==> src/hw/rtl/flb_pkg.sv <==
// Shared types, constants and functions of the flowlet token load balancer.
package flb_pkg;

  localparam int NUM_PORTS_DEF = 4;
  localparam int MAX_LANES     = 4;
  localparam int TABLE_DEPTH   = 65536;
  localparam int TABLE_AW      = 16;
  localparam int QUOT_BITS     = 16;
  localparam int CRC_BYTES     = 13;
  localparam int MSG_BITS      = 8 * CRC_BYTES;

  localparam logic [15:0] CRC_POLY = 16'h8408;
  localparam logic [15:0] CRC_INIT = 16'hFFFF;
  localparam logic [15:0] NO_L4_PORT = 16'hFFFF;
  localparam logic [7:0]  PROTO_TCP = 8'd6;
  localparam logic [7:0]  PROTO_UDP = 8'd17;

  localparam logic [2:0]  PORT_COUNT_RST = 3'd4;
  localparam logic [15:0] WEIGHT_RST     = 16'd1;
  localparam logic [31:0] HOLD_TIME_RST  = 32'd0;
  localparam logic [31:0] AGE_LIMIT_RST  = 32'd120000;

  typedef enum logic [2:0] {
    CFG_PORT_COUNT = 3'd0,
    CFG_WEIGHT_0   = 3'd1,
    CFG_WEIGHT_1   = 3'd2,
    CFG_WEIGHT_2   = 3'd3,
    CFG_WEIGHT_3   = 3'd4,
    CFG_HOLD_TIME  = 3'd5,
    CFG_AGE_LIMIT  = 3'd6
  } cfg_reg_e;

  typedef enum logic [2:0] {
    ST_INIT,
    ST_IDLE,
    ST_CALC,
    ST_CREDIT,
    ST_LOOK,
    ST_BEST,
    ST_WRITE,
    ST_SWEEP
  } state_e;

  typedef struct packed {
    logic        valid;
    logic [63:0] last_time;
    logic [1:0]  port;
  } entry_t;

  typedef struct packed {
    logic                rd_en;
    logic [TABLE_AW-1:0] rd_addr;
    logic                wr_en;
    logic [TABLE_AW-1:0] wr_addr;
    entry_t              wr_data;
  } tbl_req_t;

  // Reflected CRC-16 over one byte, LSB first.
  function automatic logic [15:0] crc_byte(input logic [15:0] crc_in, input logic [7:0] b);
    logic [15:0] c;
    logic [7:0]  d;
    c = crc_in;
    d = b;
    for (int k = 0; k < 8; k++) begin
      if (c[0] ^ d[0]) begin
        c = (c >> 1) ^ CRC_POLY;
      end else begin
        c = c >> 1;
      end
      d = d >> 1;
    end
    return c;
  endfunction

  // Signed compare of two 64-bit token counts.
  function automatic logic tok_less(input logic [63:0] a, input logic [63:0] b);
    return $signed(a) < $signed(b);
  endfunction

endpackage

==> src/hw/rtl/flb_div.sv <==
// Per-port weighted share: multiply, then bit-serial restoring division.
module flb_div #(
  parameter int LANES = flb_pkg::MAX_LANES
) (
  input  logic                           clk_i,
  input  logic                           rst_ni,
  input  logic                           start_i,
  input  logic [15:0]                    len_i,
  input  logic [LANES-1:0][15:0]         weight_i,
  input  logic [2:0]                     n_i,
  output logic                           busy_o,
  output logic                           nonzero_o,
  output logic [LANES-1:0][15:0]         quot_o
);

  logic [17:0]                    sum_d;
  logic [17:0]                    sum_q;
  logic [LANES-1:0][31:0]         prod;
  logic [LANES-1:0][17:0]         rem_q;
  logic [LANES-1:0][15:0]         low_q;
  logic [4:0]                     cnt_q;

  // Sum of active weights and the products
  always_comb begin
    sum_d = '0;
    for (int i = 0; i < LANES; i++) begin
      prod[i] = 32'(len_i) * 32'(weight_i[i]);
      if (3'(i) < n_i) begin
        sum_d = sum_d + 18'(weight_i[i]);
      end
    end
  end

  always_ff @(posedge clk_i or negedge rst_ni) begin
    if (!rst_ni) begin
      cnt_q <= '0;
    end else if (start_i) begin
      cnt_q <= 5'(flb_pkg::QUOT_BITS);
    end else if (cnt_q != '0) begin
      cnt_q <= cnt_q - 5'd1;
    end
  end

  // Upper product half is below the sum, so only sixteen quotient bits remain;
  // quotient bits shift into the low half as dividend bits leave it.
  always_ff @(posedge clk_i) begin
    if (start_i) begin
      sum_q <= sum_d;
      for (int i = 0; i < LANES; i++) begin
        rem_q[i] <= 18'(prod[i][31:16]);
        low_q[i] <= prod[i][15:0];
      end
    end else if (cnt_q != '0) begin
      for (int i = 0; i < LANES; i++) begin
        if ({rem_q[i], low_q[i][15]} >= {1'b0, sum_q}) begin
          rem_q[i] <= 18'({rem_q[i], low_q[i][15]} - {1'b0, sum_q});
          low_q[i] <= {low_q[i][14:0], 1'b1};
        end else begin
          rem_q[i] <= {rem_q[i][16:0], low_q[i][15]};
          low_q[i] <= {low_q[i][14:0], 1'b0};
        end
      end
    end
  end

  assign busy_o    = (cnt_q != '0);
  assign nonzero_o = (sum_q != '0);
  assign quot_o    = low_q;

endmodule

==> config.mk <==
export PLATFORM = sky130hd
export DESIGN_NAME = flb_div
export DESIGN_NICKNAME = d
export VERILOG_FILES = /design/src/hw/rtl/flb_pkg.sv /design/src/hw/rtl/flb_div.sv
export SDC_FILE = /design/constraint.sdc
export NUM_CORES = 2
export LEC_CHECK = 0
export ABC_AREA = 1
export BUFFER_PORTS_ARGS = -buffer_cell sky130_fd_sc_hd__buf_2
export CAP_MARGIN = 10
export CORE_UTILIZATION = 30
export CTS_BUF_LIST = sky130_fd_sc_hd__clkbuf_16
export CTS_CLUSTER_SIZE = 30
export DETAILED_ROUTE_END_ITERATION = 7
export GPL_ROUTABILITY_DRIVEN = 0
export GPL_TIMING_DRIVEN = 0
export HOLD_SLACK_MARGIN = 0.05
export PLACE_DENSITY_LB_ADDON = 0.05
export SLEW_MARGIN = 40
export SYNTH_ARGS = -nofsm -noshare
export SYNTH_HDL_FRONTEND = slang
export SYNTH_SLANG_ARGS = --single-unit
export TNS_END_PERCENT = 50
==> constraint.sdc <==
create_clock -name clk_i -period 11.2 [get_ports clk_i]
set_input_delay 1.68 -clock clk_i [delete_from_list [all_inputs] [get_ports clk_i]]
set_output_delay 1.68 -clock clk_i [all_outputs]
set_load 0.02 [all_outputs]
# Yosys cells after proc, flatten, opt, wreduce, memory -nomap -nowiden
# Index checks and enable logic that the tools add are counted.
# word_totals
out_inout_bits	66
elab_cells	55
register_bits	159
# classes
multipliers	4
mux	18
order_cmp	8
n_addsub	8
n_reduce_logical	3
# ops
operator	n
two-way mux 70 bit	2
multiplier 16 x 16 -> 32 bit	4
two-way mux 64 bit	2
two-way mux 18 bit	7
greater-or-equal comparator 19 x 18 -> 1 bit	4
subtractor 18 bit	4
adder 18 x 16 -> 18 bit	3
nonzero test 18 bit	1
two-way mux 16 bit	1
two-way mux 5 bit	2
less-than comparator 1 x 3 -> 1 bit (first input constant)	2
less-than comparator 2 x 3 -> 1 bit (first input constant)	2
nonzero test 5 bit	1
subtractor 5 x 1 -> 5 bit (second input constant)	1
two-way mux 1 bit	4
nonzero test 2 bit	1

# Longest topological paths before layout
# logic_depth
depth_word	8
mapped_depth	39

# Worst setup path after synthesis
# No wires, ideal clock.
# synth_timing
path_type	input to register
start	input len_i[13]
end	register rem_q[47] (netlist name) (data pin)
slack_ns	4.046
t_required_ns	10.941
setup_ns	0.259
t_arrival_ns	6.895
path_buffers	2
path_stages	26
cell_sequence	clkbuf_1 > clkbuf_1 > nand2_1 > fa_1 > inv_1 > fa_1 > inv_1 > fa_1 > inv_1 > fa_1 > inv_1 > fa_1 > inv_1 > fa_1 > ha_1 > a21oi_1 > o21ai_0 > a21oi_1 > nand3_1 > a21o_1 > nand2_1 > inv_1 > nor2_1 > nand2_1 > nand3_1 > nand2_1
# synth_via
elab_chain_cells	2
# synth_rtl
item	line_no	source
start: declaration	flb_div.sv:8	input logic [15:0] len_i,
multiplier 16 x 16 -> 32 bit	flb_div.sv:27	prod[i] = 32'(len_i) * 32'(weight_i[i]);
two-way mux 70 bit	flb_div.sv:47	if (start_i) begin
end signal: indexed assignment	flb_div.sv:50	rem_q[i] <= 18'(prod[i][31:16]);
end signal: indexed assignment	flb_div.sv:56	rem_q[i] <= 18'({rem_q[i], low_q[i][15]} - {1'b0, sum_q});
end signal: indexed assignment	flb_div.sv:59	rem_q[i] <= {rem_q[i][16:0], low_q[i][15]};
end: declaration	flb_div.sv:19	logic [LANES-1:0][17:0] rem_q;
# No other way between the ends.
# A chain may end at the register's enable or synchronous reset.

# Final worst setup path
# layout_timing
start	input len_i[12]
end	register rem_q[32] (netlist name) (data pin)
# Same word-level chain as after synthesis.

==> results.py <==
metrics = {
    "global_routing": {
        "grt_overflow": 0,
        "grt_pass1_wl_mm": 310,
        "grt_pass1_vias": 43413,
        "grt_max_degree": 55,
        "antenna_found_initial": 21,
        "grt_usage": 0.266,
    },
    "logic_synthesis": {
        "synth_top_area_share": 0.323,
        "async_flop_share": 0.0314,
        "synth_largest_area_cell": "fa_1",
        "synth_edf_count": 146,
        "synth_warnings": 0,
        "synth_area_sq_um": 48500,
        "syn_inst": 6499,
        "synth_ff_type": "edfxtp_1",
        "synthTopCellsByArea": "fa_1, ha_1, nand2_1",
        "syn-num-nets": 7904,
        "yosysUniqueCellTypes": 49,
        "ys_seq_elements": 159,
        "ys_seq_area_frac": 0.0963,
        "synth.avg_cell_area_sq_um": 7.46,
    },
    "placement": {
        "hpwlAfterDp_mm": 183,
        "place_inst": 8799,
        "port_buffers": 115,
    },
    "detailed_routing": {
        "drtIter0Drc": 3385,
        "drc": 0,
        "wl_per_cell_um": 24.5,
        "ant_nets": 0,
        "first_pass_iters": 6,
        "route.vias.total": 42700,
        "routed_wl_mm": 216,
        "vias_per_cell": 4.83,
    },
    "critical_path": {
        "worst_ep_arrival_time_ps": 8910,
        "end_kind": "register",
        "cp_max_fo": 10,
        "cpPeakStageDelay_ps": 670,
        "crit_type": "primary input to register",
        "cp_slowest_cell": "clkbuf_1",
        "start_kind": "primary input",
        "crit_chain": "clkbuf_2 > clkbuf_1 > nand2_1 > fa_1 > inv_1 > fa_1 > fa_1 > inv_1 > fa_1 > inv_1 > fa_1 > fa_1 > ha_1 > a21oi_1 > inv_1 > a31oi_1 > a21boi_0 > inv_1 > nand2_1 > nand2_1 > o21ai_0 > nand2_1",
        "critical_path.top_delay_family": "adder cells",
        "cp.required_ps": 11450,
        "critPathMostFrequentCell": "fa_1",
        "worst-path-buf-inv": 7,
    },
    "sta": {
        "rsz0062_at_grt": "no",
        "fin_setup_tns_ps": 0,
        "slew_headroom": 0.373,
        "finalHoldViolCount": 0,
        "timing.fmax_ghz": 0.115,
        "maxSlewViolCount": 0,
        "setup_violations": 0,
        "fin_crit_sh": 0.773,
        "clock_skew_ps": 24.9,
        "min_period_ps": 8660,
        "tightest_slew_ps": 934,
    },
    "clocking": {
        "cts_tree": "built",
        "cts_root_buf": "clkbuf_16",
        "clk_path_buf_depth": 2,
        "post-cts-setup-buffer-count": 0,
        "hold_buffers": 0,
        "clock-sinks": 159,
        "cts_made_buffers": 17,
        "postCtsResizedCells": 0,
        "clk_pin_slew_worst_paths_ps": 80,
        "htree_levels": 4,
        "clock_latency_ps": 550,
    },
    "die": {
        "io_pins": 152,
        "die_y_um": 404,
        "die_w_um": 404,
        "core_sq_um": 161000,
        "rows": 147,
        "fp.dieArea_sq_um": 163000,
        "start_util": 0.302,
    },
    "flow_run": {
        "cap_violations": 0,
    },
    "finish": {
        "area_growth_pct": 9.62,
        "fin_cells": 8838,
        "layout_common_cells": "nand2_1, inv_1, fa_1, ha_1, a21oi_1",
        "final_common_cell": "nand2_1",
        "drive_gt1_frac": 0.0522,
        "fin_nets": 8063,
    },
    "worst_hold_path": {
        "hp-class": "register to register",
    },
    "run_status": {
        "status": "finished, final reports clean",
    },
}
## layout make-up
| class | count | area, sq um |
|---|---|---|
| diodes | 7 | 17.5 |
| plain buffers | 291 | 1260 |
| clock buffers | 17 | 425 |
| clock inverters | 15 | 151 |
| fillers | 17578 | 107000 |
| inverters | 1593 | 5990 |
| multi-input cells | 4456 | 36700 |
| flip-flops and latches | 159 | 4670 |
| well taps | 2160 | 2700 |
| repair buffers | 140 | 1200 |
## path summary, 6_finish.rpt
check                            end  slack, ps  cells after the start      start
setup / recovery           rem_q[32]       2540                     22  len_i[12]
hold / removal             rem_q[70]        490                      2  rem_q[70]
setup reg to reg           rem_q[45]       6840                     14   sum_q[1]
hold reg to reg            rem_q[70]        490                      2  rem_q[70]
max in group asynchronous   cnt_q[0]      10120                      1     rst_ni
min in group asynchronous   cnt_q[4]        940                      1     rst_ni
## sequential cells by signal, summed over array words and instances (netlist names)
name,cells
cnt_q,5
quot_o,64
sum_q,18
rem_q,72
## tightest hold or removal path: stages, from the launching register on
cell and delay (ps):
dfxtp_1 340, nand2_1 70, nand2_1 40
## per-layer routing
layer / GRT usage / vias up / routed length, um
met5: 0 / - / 50
met4: 0.0595 / 8 / 4620
met3: 0.0281 / 169 / 11800
met2: 0.424 / 1245 / 96600
met1: 0.386 / 21397 / 103000
li1: - / 19881 / -
## Yosys cell counts (10+ instances only)
library cell  count
nand2_1        1766
inv_1          1589
fa_1            783
ha_1            536
a21oi_1         317
o21ai_0         265
clkbuf_1        248
nor2_1          202
nand3_1         149
edfxtp_1        146
xnor2_1          77
xor2_1           66
nand4_1          34
buf_1            32
a31oi_1          30
nor3_1           30
a21o_1           29
or2_2            22
nand3b_1         19
o21bai_1         16
o211ai_1         14
o21ai_1          13
nor4_1           12
a21boi_0         10
nand2_2          10
## metrics by stage
stage | hold WS [ps] | worst slack (ps) | instance area, sq um | utilization
after floorplan | 440 | 4050 | 48500 | -
after global placement | 466 | 1150 | 51800 | 0.322
after detailed placement | 470 | 2010 | 52500 | 0.327
after CTS | 486 | 2570 | 53100 | 0.331
after global routing | 516 | 2390 | 53100 | 0.331
final | 485 | 2540 | 53100 | 0.331
## kinds of logic (layout without fill, tap and decap cells)
family                   count (synthesis)  after routing  synth area share
buffers and inverters                 1884           2056             0.146
adder cells (fa/ha/maj)               1319           1319             0.462
flip-flops                             159            159            0.0963
XOR/XNOR                               143            143            0.0258
AO/OA/AOI/OAI                          738            738            0.0836
AND/OR/NAND/NOR                       2256           2256             0.186
other                                    0              7                 0
Power is left out: the tool's default activity adds up to more than one toggle a clock period on the data nets, which glitch-free logic cannot reach.
