## config.mk

```make
export PLATFORM = sky130hd
export DESIGN_NAME = flb_crc
export DESIGN_NICKNAME = d
export VERILOG_FILES = /design/src/hw/rtl/flb_pkg.sv /design/src/hw/rtl/flb_crc.sv
export SDC_FILE = /design/constraint.sdc
export NUM_CORES = 1
export LEC_CHECK = 0
export BUFFER_PORTS_ARGS = -buffer_cell sky130_fd_sc_hd__buf_2
export CAP_MARGIN = 20
export CORE_AREA = 2 2 102 104
export CTS_CLUSTER_SIZE = 25
export DETAILED_ROUTE_END_ITERATION = 10
export DIE_AREA = 0 0 104 106
export GPL_TIMING_DRIVEN = 0
export PLACE_DENSITY = 0.9
export SETUP_SLACK_MARGIN = 0.2
export SYNTH_ARGS = -nofsm -noshare
export SYNTH_HDL_FRONTEND = slang
export SYNTH_SLANG_ARGS = --single-unit
```

## constraint.sdc

```tcl
create_clock -name clk_i -period 9.91 [get_ports clk_i]
set_clock_uncertainty 0.2 [all_clocks]
set_input_delay 0.4955 -clock clk_i [delete_from_list [all_inputs] [get_ports clk_i]]
set_output_delay 0.4955 -clock clk_i [all_outputs]
set_load 0.05 [all_outputs]
```

## src/hw/rtl/flb_pkg.sv

```systemverilog
// Shared types, constants and functions of the flowlet token load balancer.
package flb_pkg;

  localparam int NUM_PORTS_DEF = 4;
  localparam int MAX_LANES     = 4;
  localparam int TABLE_DEPTH   = 65536;
  localparam int TABLE_AW      = 16;
  localparam int QUOT_BITS     = 16;
  localparam int CRC_BYTES     = 13;
  localparam int MSG_BITS      = 8 * CRC_BYTES;

  localparam logic [15:0] CRC_POLY = 16'h8408;
  localparam logic [15:0] CRC_INIT = 16'hFFFF;
  localparam logic [15:0] NO_L4_PORT = 16'hFFFF;
  localparam logic [7:0]  PROTO_TCP = 8'd6;
  localparam logic [7:0]  PROTO_UDP = 8'd17;

  localparam logic [2:0]  PORT_COUNT_RST = 3'd4;
  localparam logic [15:0] WEIGHT_RST     = 16'd1;
  localparam logic [31:0] HOLD_TIME_RST  = 32'd0;
  localparam logic [31:0] AGE_LIMIT_RST  = 32'd120000;

  typedef enum logic [2:0] {
    CFG_PORT_COUNT = 3'd0,
    CFG_WEIGHT_0   = 3'd1,
    CFG_WEIGHT_1   = 3'd2,
    CFG_WEIGHT_2   = 3'd3,
    CFG_WEIGHT_3   = 3'd4,
    CFG_HOLD_TIME  = 3'd5,
    CFG_AGE_LIMIT  = 3'd6
  } cfg_reg_e;

  typedef enum logic [2:0] {
    ST_INIT,
    ST_IDLE,
    ST_CALC,
    ST_CREDIT,
    ST_LOOK,
    ST_BEST,
    ST_WRITE,
    ST_SWEEP
  } state_e;

  typedef struct packed {
    logic        valid;
    logic [63:0] last_time;
    logic [1:0]  port;
  } entry_t;

  typedef struct packed {
    logic                rd_en;
    logic [TABLE_AW-1:0] rd_addr;
    logic                wr_en;
    logic [TABLE_AW-1:0] wr_addr;
    entry_t              wr_data;
  } tbl_req_t;

  // Reflected CRC-16 over one byte, LSB first.
  function automatic logic [15:0] crc_byte(input logic [15:0] crc_in, input logic [7:0] b);
    logic [15:0] c;
    logic [7:0]  d;
    c = crc_in;
    d = b;
    for (int k = 0; k < 8; k++) begin
      if (c[0] ^ d[0]) begin
        c = (c >> 1) ^ CRC_POLY;
      end else begin
        c = c >> 1;
      end
      d = d >> 1;
    end
    return c;
  endfunction

  // Signed compare of two 64-bit token counts.
  function automatic logic tok_less(input logic [63:0] a, input logic [63:0] b);
    return $signed(a) < $signed(b);
  endfunction

endpackage

```

## src/hw/rtl/flb_crc.sv

```systemverilog
// Byte-serial CRC-16 engine producing the flow id.
module flb_crc (
  input  logic                         clk_i,
  input  logic                         rst_ni,
  input  logic                         start_i,
  input  logic [flb_pkg::MSG_BITS-1:0] msg_i,
  output logic                         busy_o,
  output logic [15:0]                  fid_o
);

  logic [flb_pkg::MSG_BITS-1:0] msg_q;
  logic [15:0]                  crc_q;
  logic [3:0]                   cnt_q;

  // Count remaining bytes
  always_ff @(posedge clk_i or negedge rst_ni) begin
    if (!rst_ni) begin
      cnt_q <= '0;
    end else if (start_i) begin
      cnt_q <= 4'(flb_pkg::CRC_BYTES);
    end else if (cnt_q != '0) begin
      cnt_q <= cnt_q - 4'd1;
    end
  end

  // Fold one byte per cycle, most significant byte of the message first
  always_ff @(posedge clk_i) begin
    if (start_i) begin
      msg_q <= msg_i;
      crc_q <= flb_pkg::CRC_INIT;
    end else if (cnt_q != '0) begin
      crc_q <= flb_pkg::crc_byte(crc_q, msg_q[flb_pkg::MSG_BITS-1 -: 8]);
      msg_q <= msg_q << 8;
    end
  end

  assign busy_o = (cnt_q != '0);
  // Invert and swap bytes
  assign fid_o  = {~crc_q[7:0], ~crc_q[15:8]};

endmodule

```

# Word level (Yosys, flattened, before mapping)
# Cells that the tools add are included.
# word_totals
latch_bits	0
memories	0
rom_bits	0
out_inout_bits	17
ram_bits	0
reg_bits	124
# classes
magnitude_cmp	0
div_mod_pow	0
n_reduce_logical	2
n_eq_ne	0
n_mul	0
n_shift	0
addsub	1
n_bitwise	18
muxes	26
# ops
operator	count
two-way mux 16 bit	22
two-way mux 104 bit	2
NOT 2 -> 3 bit	8
NOT 8 bit	2
two-way mux 4 bit	2
XOR 1 bit	8
nonzero test 4 bit	1
subtractor 4 x 1 -> 4 bit, second input constant	1
nonzero test 2 bit	1

# Depth between registers and ports, before layout
# Gate-level depths: netlist of the first run.
# logic_depth
word_depth	30
ltp_mapped	8
mapped_depth_nobuf	8

# Least setup slack after synthesis of the first run
# Ideal clock, no wire load.
# synth_path
path_kind	register to register
startpoint	register cnt_q[0]
endpoint	register msg_q[0] (netlist bit), enable pin
path_stages_with_launch	8
n_path_buf	1
period_less_slack_ps	3374
arrival_time_ps	2756
slack_ps	6536
path_cell_list	dfrtp_1 > inv_1 > ha_1 > nor2b_1 > and2b_1 > inv_1 > buf_2 > or2_2
# synth_between
elab_chain_cells	2
# synth_lines
element	line	source
start: declaration	flb_crc.sv:13	logic [3:0] cnt_q;
start signal: assignment	flb_crc.sv:20	cnt_q <= 4'(flb_pkg::CRC_BYTES);
start signal: assignment	flb_crc.sv:22	cnt_q <= cnt_q - 4'd1;
nonzero test 4 bit	-	
named net busy_o	flb_crc.sv:7	output logic busy_o,
nonzero test 2 bit (no line)	-	
end signal: assignment	flb_crc.sv:29	msg_q <= msg_i;
end signal: assignment	flb_crc.sv:33	msg_q <= msg_q << 8;
end: declaration	flb_crc.sv:11	logic [flb_pkg::MSG_BITS-1:0] msg_q;
# The timed path passes the listed nets, and every way through them passes these cells.
# A chain may end at the register's enable or synchronous reset.

# Worst setup path in the final report of the first run
# layout_path
startpoint	register cnt_q[0]
endpoint	register msg_q[59] (netlist bit), enable pin
# layout_between
elab_chain_cells	2
# layout_lines
element	line	source
nonzero test 4 bit	flb_crc.sv:31	end else if (cnt_q != '0) begin
nonzero test 2 bit (no line)	-	
# Every way passes these cells.

==> run summary, run 1 <==
Peak supply drop: 0.000135 V
Remaining routing DRC violations: 0
Status: completed
Antenna diode instance count: 0
Combined area of all synthesized cells: 5390 um^2
Most numerous cell on the critical path: sky130_fd_sc_hd__inv_1
Number of antenna violations at the first check in global routing: 1
Maximum number of pins on one net before global-route repair: 54
I/O pin count: 124
Leading cell type in the layout, fill and taps excluded: sky130_fd_sc_hd__buf_2
Initial Util: 0.539
Warnings, synthesis: 0
Nature of the critical path endpoint: flip-flop
First-pass GRT wire length: 16.7 mm
Leakage power total: 2.87 nW
Area added between synthesis and finish: 25.7%
Clock Path Buffers: 2
Row count: 37
Top cells by area in the synthesized netlist: sky130_fd_sc_hd__edfxtp_1 (58%), sky130_fd_sc_hd__mux2_2 (20%), sky130_fd_sc_hd__dfxtp_1 (5.9%)
Critical path, cell by cell: inv_1 > ha_1 > nor2b_1 > and2b_1 > inv_1 > buf_2 > or2_4 > buf_16
Total placed cells including tap cells: 600
Detail-routed net length per standard cell: 16.4 um
Highest attainable clock frequency: 342 MHz
Resize count post-CTS: 0
MaxCap Viol Count: 0
Setup repair after global routing missed its margin: false
CORE AREA: 10000 um^2
Post-layout instance area: 6770 um^2
Vias per inst: 5.09
Number of levels in the clock H-tree: 4
Combined buffer and inverter count along the critical path: 4
Final max-slew violation count: 0
Worst path max stage delay: 0.64 ns
Aggregate routed wire length: 10.4 mm
Buffer cell driving the clock tree root: sky130_fd_sc_hd__clkbuf_8
Clock latency of the later-clocked register in the worst-skew pair: 0.51 ns
Required time of the critical path: 9.89 ns
Area share of the leading cell type in the synthesized netlist: 0.580
Hold Vio Cnt, Final: 0
Setup Crit Path Kind: reg2reg
Cell variety after synth: 28
Via count: 3,223
Cells after synthesis: 341
Net count reported at finish: 593
Mean post-synth cell area: 15.8 um^2
Total CTS buffers: 17
Final Util: 0.677
Post-synth net total: 450
Vias in the first global route: 3,457
Startpoint kind of the worst setup timing path: flip-flop
Class of the tightest hold or removal check: in2reg
Largest fanout on the critical path: 53
Die area: 11,000 um^2
Number of setup buffers added after CTS: 0
Met2 capacity usage during global routing: 0.349
Largest delay share family, worst path: simple AND/OR/NAND/NOR gates
Final critical delay including setup and external delays: 2.93 ns
Crit-path slowest cell: sky130_fd_sc_hd__or2_4
Placed wire-length estimate after detailed placement: 7.46 mm
Die span in x: 104 um
Post-Route Setup TNS: 0 ns
Antenna Violating Nets Remaining: 0
Global-route layer with the greatest usage: met2
Crit share post-route: 0.295
Cell Pwr Density: 243 nW/um^2
Proportion of synthesized chip area in sequential cells: 0.658
Total routing resource utilization after global routing: 0.201
Global routing met3 resource utilization: 0.0950
Final setup fails: 0
WP data arrival: 2.91 ns
Slew headroom: 0.514
M1 GR Usage: 0.220
Number of hold buffers added after CTS: 1
Post-layout instance count excluding filler cells: 633
Share of cells above drive strength 1: 0.543
RePlAce Congestion: 0.808
Highest-count cells in the layout ignoring fill and taps: sky130_fd_sc_hd__buf_2 (134), sky130_fd_sc_hd__edfxtp_1 (104), sky130_fd_sc_hd__mux2_2 (96)
First-pass DRT Iterations: 4
Starting DRC count in detailed routing: 138
Port bufs: 122
Clock tree from TritonCTS: built
Register clock-pin slew on the reported worst setup and hold paths: 0.06 ns
Transition time at the pin with the least slew margin: 0.728 ns
Hold slack: 0.0713 ns
Overflow left after global routing: 0
Flip-flop and latch count after synthesis: 124
CTS sink cnt: 124
Cell type contributing the most total cell area after synthesis: sky130_fd_sc_hd__edfxtp_1
Vertical extent of the die: 106 um
Placed Area: 6200 um^2
layout make-up:
cell class,count,area (um^2)
multi-input combinational,180,1690
tap,136,170
inverter,20,75.1
buffer,17,82.6
clock buffer,18,418
sequential,124,3540
clock inverter,14,145
timing repair buffer,124,648
fill,720,3230
state kept, by name (all words and copies together) (netlist names):
| register | count |
|---|---|
| msg_q | 104 |
| crc_q | 16 |
| cnt_q | 4 |
routing by layer:
layer  part of all wire  routed length [um]
met5             0.0011                  11
met4              0.012                 125
met3              0.087                 902
met2               0.52                5420
met1               0.38                3900
metrics by stage:
stage	total power, mW	setup slack (ns)
6_report	1.64	6.98
5_1_grt	1.72	6.78
4_1_cts	1.66	6.95
3_5_place_dp	1.07	6.97
3_3_place_gp	1.05	6.12
2_1_floorplan	0.981	6.54
worst register-to-register path, cell delays in order, from the launching register on:
cell and delay (ns):
sky130_fd_sc_hd__dfrtp_1 0.38, sky130_fd_sc_hd__inv_1 0.08, sky130_fd_sc_hd__ha_1 0.21, sky130_fd_sc_hd__nor2b_1 0.14, sky130_fd_sc_hd__and2b_1 0.19, sky130_fd_sc_hd__inv_1 0.14, sky130_fd_sc_hd__buf_2 0.26, sky130_fd_sc_hd__or2_4 0.64
sky130_fd_sc_hd__buf_16 0.33
worst paths after layout:
check	startpoint	endpoint	slack [ns]	cells after the start
max reg2reg	cnt_q[0]	msg_q[59]	6.98	8
min reg2reg	cnt_q[2]	cnt_q[2]	0.31	1
min in group asynchronous	rst_ni	cnt_q[2]	0.11	2
max in group asynchronous	rst_ni	cnt_q[0]	9.27	2
min	msg_i[0]	msg_q[0]	0.07	2
max	cnt_q[0]	msg_q[59]	6.98	8
cell usage after synthesis:
library cell	instances
sky130_fd_sc_hd__a211o_1	4
sky130_fd_sc_hd__a211oi_1	1
sky130_fd_sc_hd__a21oi_1	10
sky130_fd_sc_hd__and2_1	8
sky130_fd_sc_hd__and2b_1	1
sky130_fd_sc_hd__buf_2	12
sky130_fd_sc_hd__buf_4	1
sky130_fd_sc_hd__clkbuf_1	4
sky130_fd_sc_hd__dfrtp_1	4
sky130_fd_sc_hd__dfxtp_1	16
sky130_fd_sc_hd__edfxtp_1	104
sky130_fd_sc_hd__ha_1	2
sky130_fd_sc_hd__inv_1	20
sky130_fd_sc_hd__mux2_2	96
sky130_fd_sc_hd__nand2b_1	1
sky130_fd_sc_hd__nor2_1	14
sky130_fd_sc_hd__nor2b_1	1
sky130_fd_sc_hd__nor3_1	4
sky130_fd_sc_hd__o21ai_0	3
sky130_fd_sc_hd__o21ai_1	2
sky130_fd_sc_hd__o21bai_1	4
sky130_fd_sc_hd__o31ai_1	1
sky130_fd_sc_hd__or2_2	2
sky130_fd_sc_hd__or3_1	1
sky130_fd_sc_hd__xnor2_1	16
sky130_fd_sc_hd__xnor2_2	4
sky130_fd_sc_hd__xor2_1	3
sky130_fd_sc_hd__xor2_2	2
logic make-up (layout without fill, tap and decap cells):
group,after synthesis,in the layout,share of synthesized area
AOI/OAI and AO/OA,25,25,0.0288
xor gates and xnor gates,25,25,0.0490
adders and majority gates,2,2,0.00464
buffers and inverters,37,193,0.0293
DFF,124,124,0.658
muxes,96,96,0.201
and+or+nand+nor,32,32,0.0300
report_power, final:
| group | switching [mW] | leakage [nW] | internal (mW) | total [mW] |
|---|---|---|---|---|
| sequential | 0.0408 | 1.29 | 0.644 | 0.685 |
| combinational | 0.213 | 1.31 | 0.160 | 0.373 |
| clock | 0.228 | 0.269 | 0.357 | 0.585 |
| total | 0.482 | 2.87 | 1.16 | 1.64 |
Note: power is estimated with default switching activity, not from simulation.
==> run 2, diff against run 1 <==
- CORE_AREA: 2 2 102 104 -> 2 2 103 105
- DIE_AREA: 0 0 104 106 -> 0 0 105 107
- PLACE_DENSITY: 0.9 -> 0.89
- clock period: 9.91 -> 2.95 ns (I/O delays scaled with it)
==> run 2 against run 1 <==
Worst hold slack improved by 0.082 ns. Critical path depth unchanged. Critical path type unchanged. Cell area increased by 16%. Power increased to 3.5 times the previous value. Highest routed layer is now met4.
==> run summary, run 2 (synthesis gave the netlist of run 1 again) <==
Share of cells above drive strength 1: 0.452 (-0.0913)
Final setup fails: 0 (unchanged)
Detail-routed net length per standard cell: 18.2 um (+11%)
Number of levels in the clock H-tree: 4 (unchanged)
Register name with the most flops: msg_q
Register clock-pin slew on the reported worst setup and hold paths: 0.06 ns (about the same)
Remaining routing DRC violations: 0 (unchanged)
Count of filler cells inserted in the layout: 597 (-17%)
Final critical delay including setup and external delays: 2.53 ns (-0.401 ns)
Clock latency of the later-clocked register in the worst-skew pair: 0.50 ns (about the same)
Final max-slew violation count: 0 (unchanged)
Number of antenna violations at the first check in global routing: 0 (-1)
Slew headroom: 0.583 (+0.0689)
Row count: 37 (unchanged)
Net count reported at finish: 700 (+18%)
Clock Path Buffers: 2 (unchanged)
Clock tree from TritonCTS: built
Die span in x: 105 um (+0.96%)
Antenna Violating Nets Remaining: 0 (unchanged)
Transition time at the pin with the least slew margin: 0.625 ns (-0.103 ns)
Nature of the critical path endpoint: flip-flop
Starting DRC count in detailed routing: 191 (+38%)
Status: completed
Leakage power total: 3.32 nW (+16%)
Antenna diode instance count: 0 (unchanged)
RePlAce Congestion: 0.822 (+1.8%)
Resize count post-CTS: 0 (unchanged)
Peak supply drop: 0.000526 V (+290%)
First-pass DRT Iterations: 4 (unchanged)
Overflow left after global routing: 0 (unchanged)
Leading cell type in the layout, fill and taps excluded: sky130_fd_sc_hd__buf_2
Die area: 11,200 um^2 (+1.9%)
Highest-count cells in the layout ignoring fill and taps: sky130_fd_sc_hd__buf_2 (133), sky130_fd_sc_hd__dlygate4sd3_1 (106), sky130_fd_sc_hd__edfxtp_1 (104)
Vertical extent of the die: 107 um (+0.94%)
Worst Setup Slack, final: 0.424 ns (-6.56 ns)
Initial Util: 0.534 (-0.00494)
I/O pin count: 124 (unchanged)
Top Registers: msg_q x104, crc_q x16, cnt_q x4
Total placed cells including tap cells: 600 (unchanged)
Post-layout instance area: 7860 um^2 (+16%)
Highest attainable clock frequency: 396 MHz (+16%)
Post-placement worst setup slack: 0.102 ns (-6.87 ns)
CTS sink cnt: 124 (unchanged)
Hold Vio Cnt, Final: 0 (unchanged)
Required time of the critical path: 2.93 ns (-6.96 ns)
Aggregate routed wire length: 13.5 mm (+30%)
Crit share post-route: 0.856 (+0.561)
Cell Pwr Density: 737 nW/um^2 (+200%)
Startpoint kind of the worst setup timing path: flip-flop
Placed wire-length estimate after detailed placement: 7.63 mm (+2.4%)
Number of setup buffers added after CTS: 0 (unchanged)
Port bufs: 122 (unchanged)
Total routing resource utilization after global routing: 0.249 (+0.0478)
Total CTS buffers: 17 (unchanged)
Area added between synthesis and finish: 45.9%
Class of the tightest hold or removal check: in2reg
Buffer cell driving the clock tree root: sky130_fd_sc_hd__clkbuf_8
WP data arrival: 2.50 ns (-0.41 ns)
Setup repair after global routing missed its margin: false
Post-layout instance count excluding filler cells: 740 (+17%)
Vias in the first global route: 4,065 (+18%)
MaxCap Viol Count: 0 (unchanged)
Flip-flop count of the largest register after layout: 104 (unchanged)
CORE AREA: 10,100 um^2 (+0.93%)
Maximum number of pins on one net before global-route repair: 58 (+7.4%)
First-pass GRT wire length: 20.8 mm (+24%)
Placed Area: 6200 um^2 (about the same)
Largest fanout on the critical path: 57 (+7.5%)
Setup Crit Path Kind: reg2reg
Via count: 3,678 (+14%)
Vias per inst: 4.97 (-2.4%)
run 2: layer usage:
| metal | vias to the layer above | track usage | share of wire |
|---|---|---|---|
| li1 | 1745 | - | - |
| met1 | 1762 | 0.249 | 0.36 |
| met2 | 151 | 0.499 | 0.57 |
| met3 | 20 | 0.0578 | 0.051 |
| met4 | 0 | 0.0857 | 0.015 |
| met5 | - | 0 | 0 |
run 2: layout make-up:
class / count / area, um^2 / share of cell area
Buffer: 17 / 85.1 / 0.0108
Clock buffer: 18 / 418 / 0.0532
Clock inverter: 14 / 170 / 0.0216
Inverter: 20 / 75.1 / 0.00955
Multi-Input combinational cell: 182 / 1700 / 0.216
Sequential cell: 124 / 3540 / 0.451
Tap cell: 136 / 170 / 0.0216
Timing Repair Buffer: 229 / 1700 / 0.216
run 2: report_power, final:
part / total (mW) / internal, mW / switching [mW]
clock: 2.06 / 1.29 / 0.773
sequential: 2.31 / 2.16 / 0.149
combinational: 1.42 / 0.629 / 0.792
run 2: critical path, stage by stage (launching register included):
cell                      delay (ns)
sky130_fd_sc_hd__dfrtp_1        0.39
sky130_fd_sc_hd__inv_1          0.07
sky130_fd_sc_hd__ha_1           0.20
sky130_fd_sc_hd__nor2b_1        0.14
sky130_fd_sc_hd__and2b_1        0.18
sky130_fd_sc_hd__inv_1          0.15
sky130_fd_sc_hd__buf_4          0.24
sky130_fd_sc_hd__or2_4          0.29
sky130_fd_sc_hd__buf_16         0.31
run 2: path summary, 6_finish.rpt:
path,startpoint,end,slack (ns),depth (start not counted)
max,cnt_q[0],msg_q[39],0.42,8
min,start_i,msg_q[9],0.15,3
max reg2reg,cnt_q[0],msg_q[39],0.42,8
min reg2reg,crc_q[13],crc_q[13],0.31,2
max in group asynchronous,rst_ni,cnt_q[2],2.03,3
min in group asynchronous,rst_ni,cnt_q[0],0.35,3
run 2: metrics by stage:
stage / util / hold slack, ns / setup TNS [ns] / total power, mW
after detailed placement: 0.614 / -0.242 / 0 / 3.61
after global placement: 0.612 / -0.247 / -2.17 / 3.54
final: 0.779 / 0.153 / 0 / 5.80
after CTS: 0.778 / 0.126 / 0 / 5.77
after global routing: 0.779 / 0.154 / 0 / 6.00
after floorplan: - / -0.348 / 0 / 3.30
run 2: repair_timing:
action	in CTS	in global routing
setup endpoints to repair	57	57
hold buffers	106	0
hold endpoints to repair	108	0
cloned	1	1
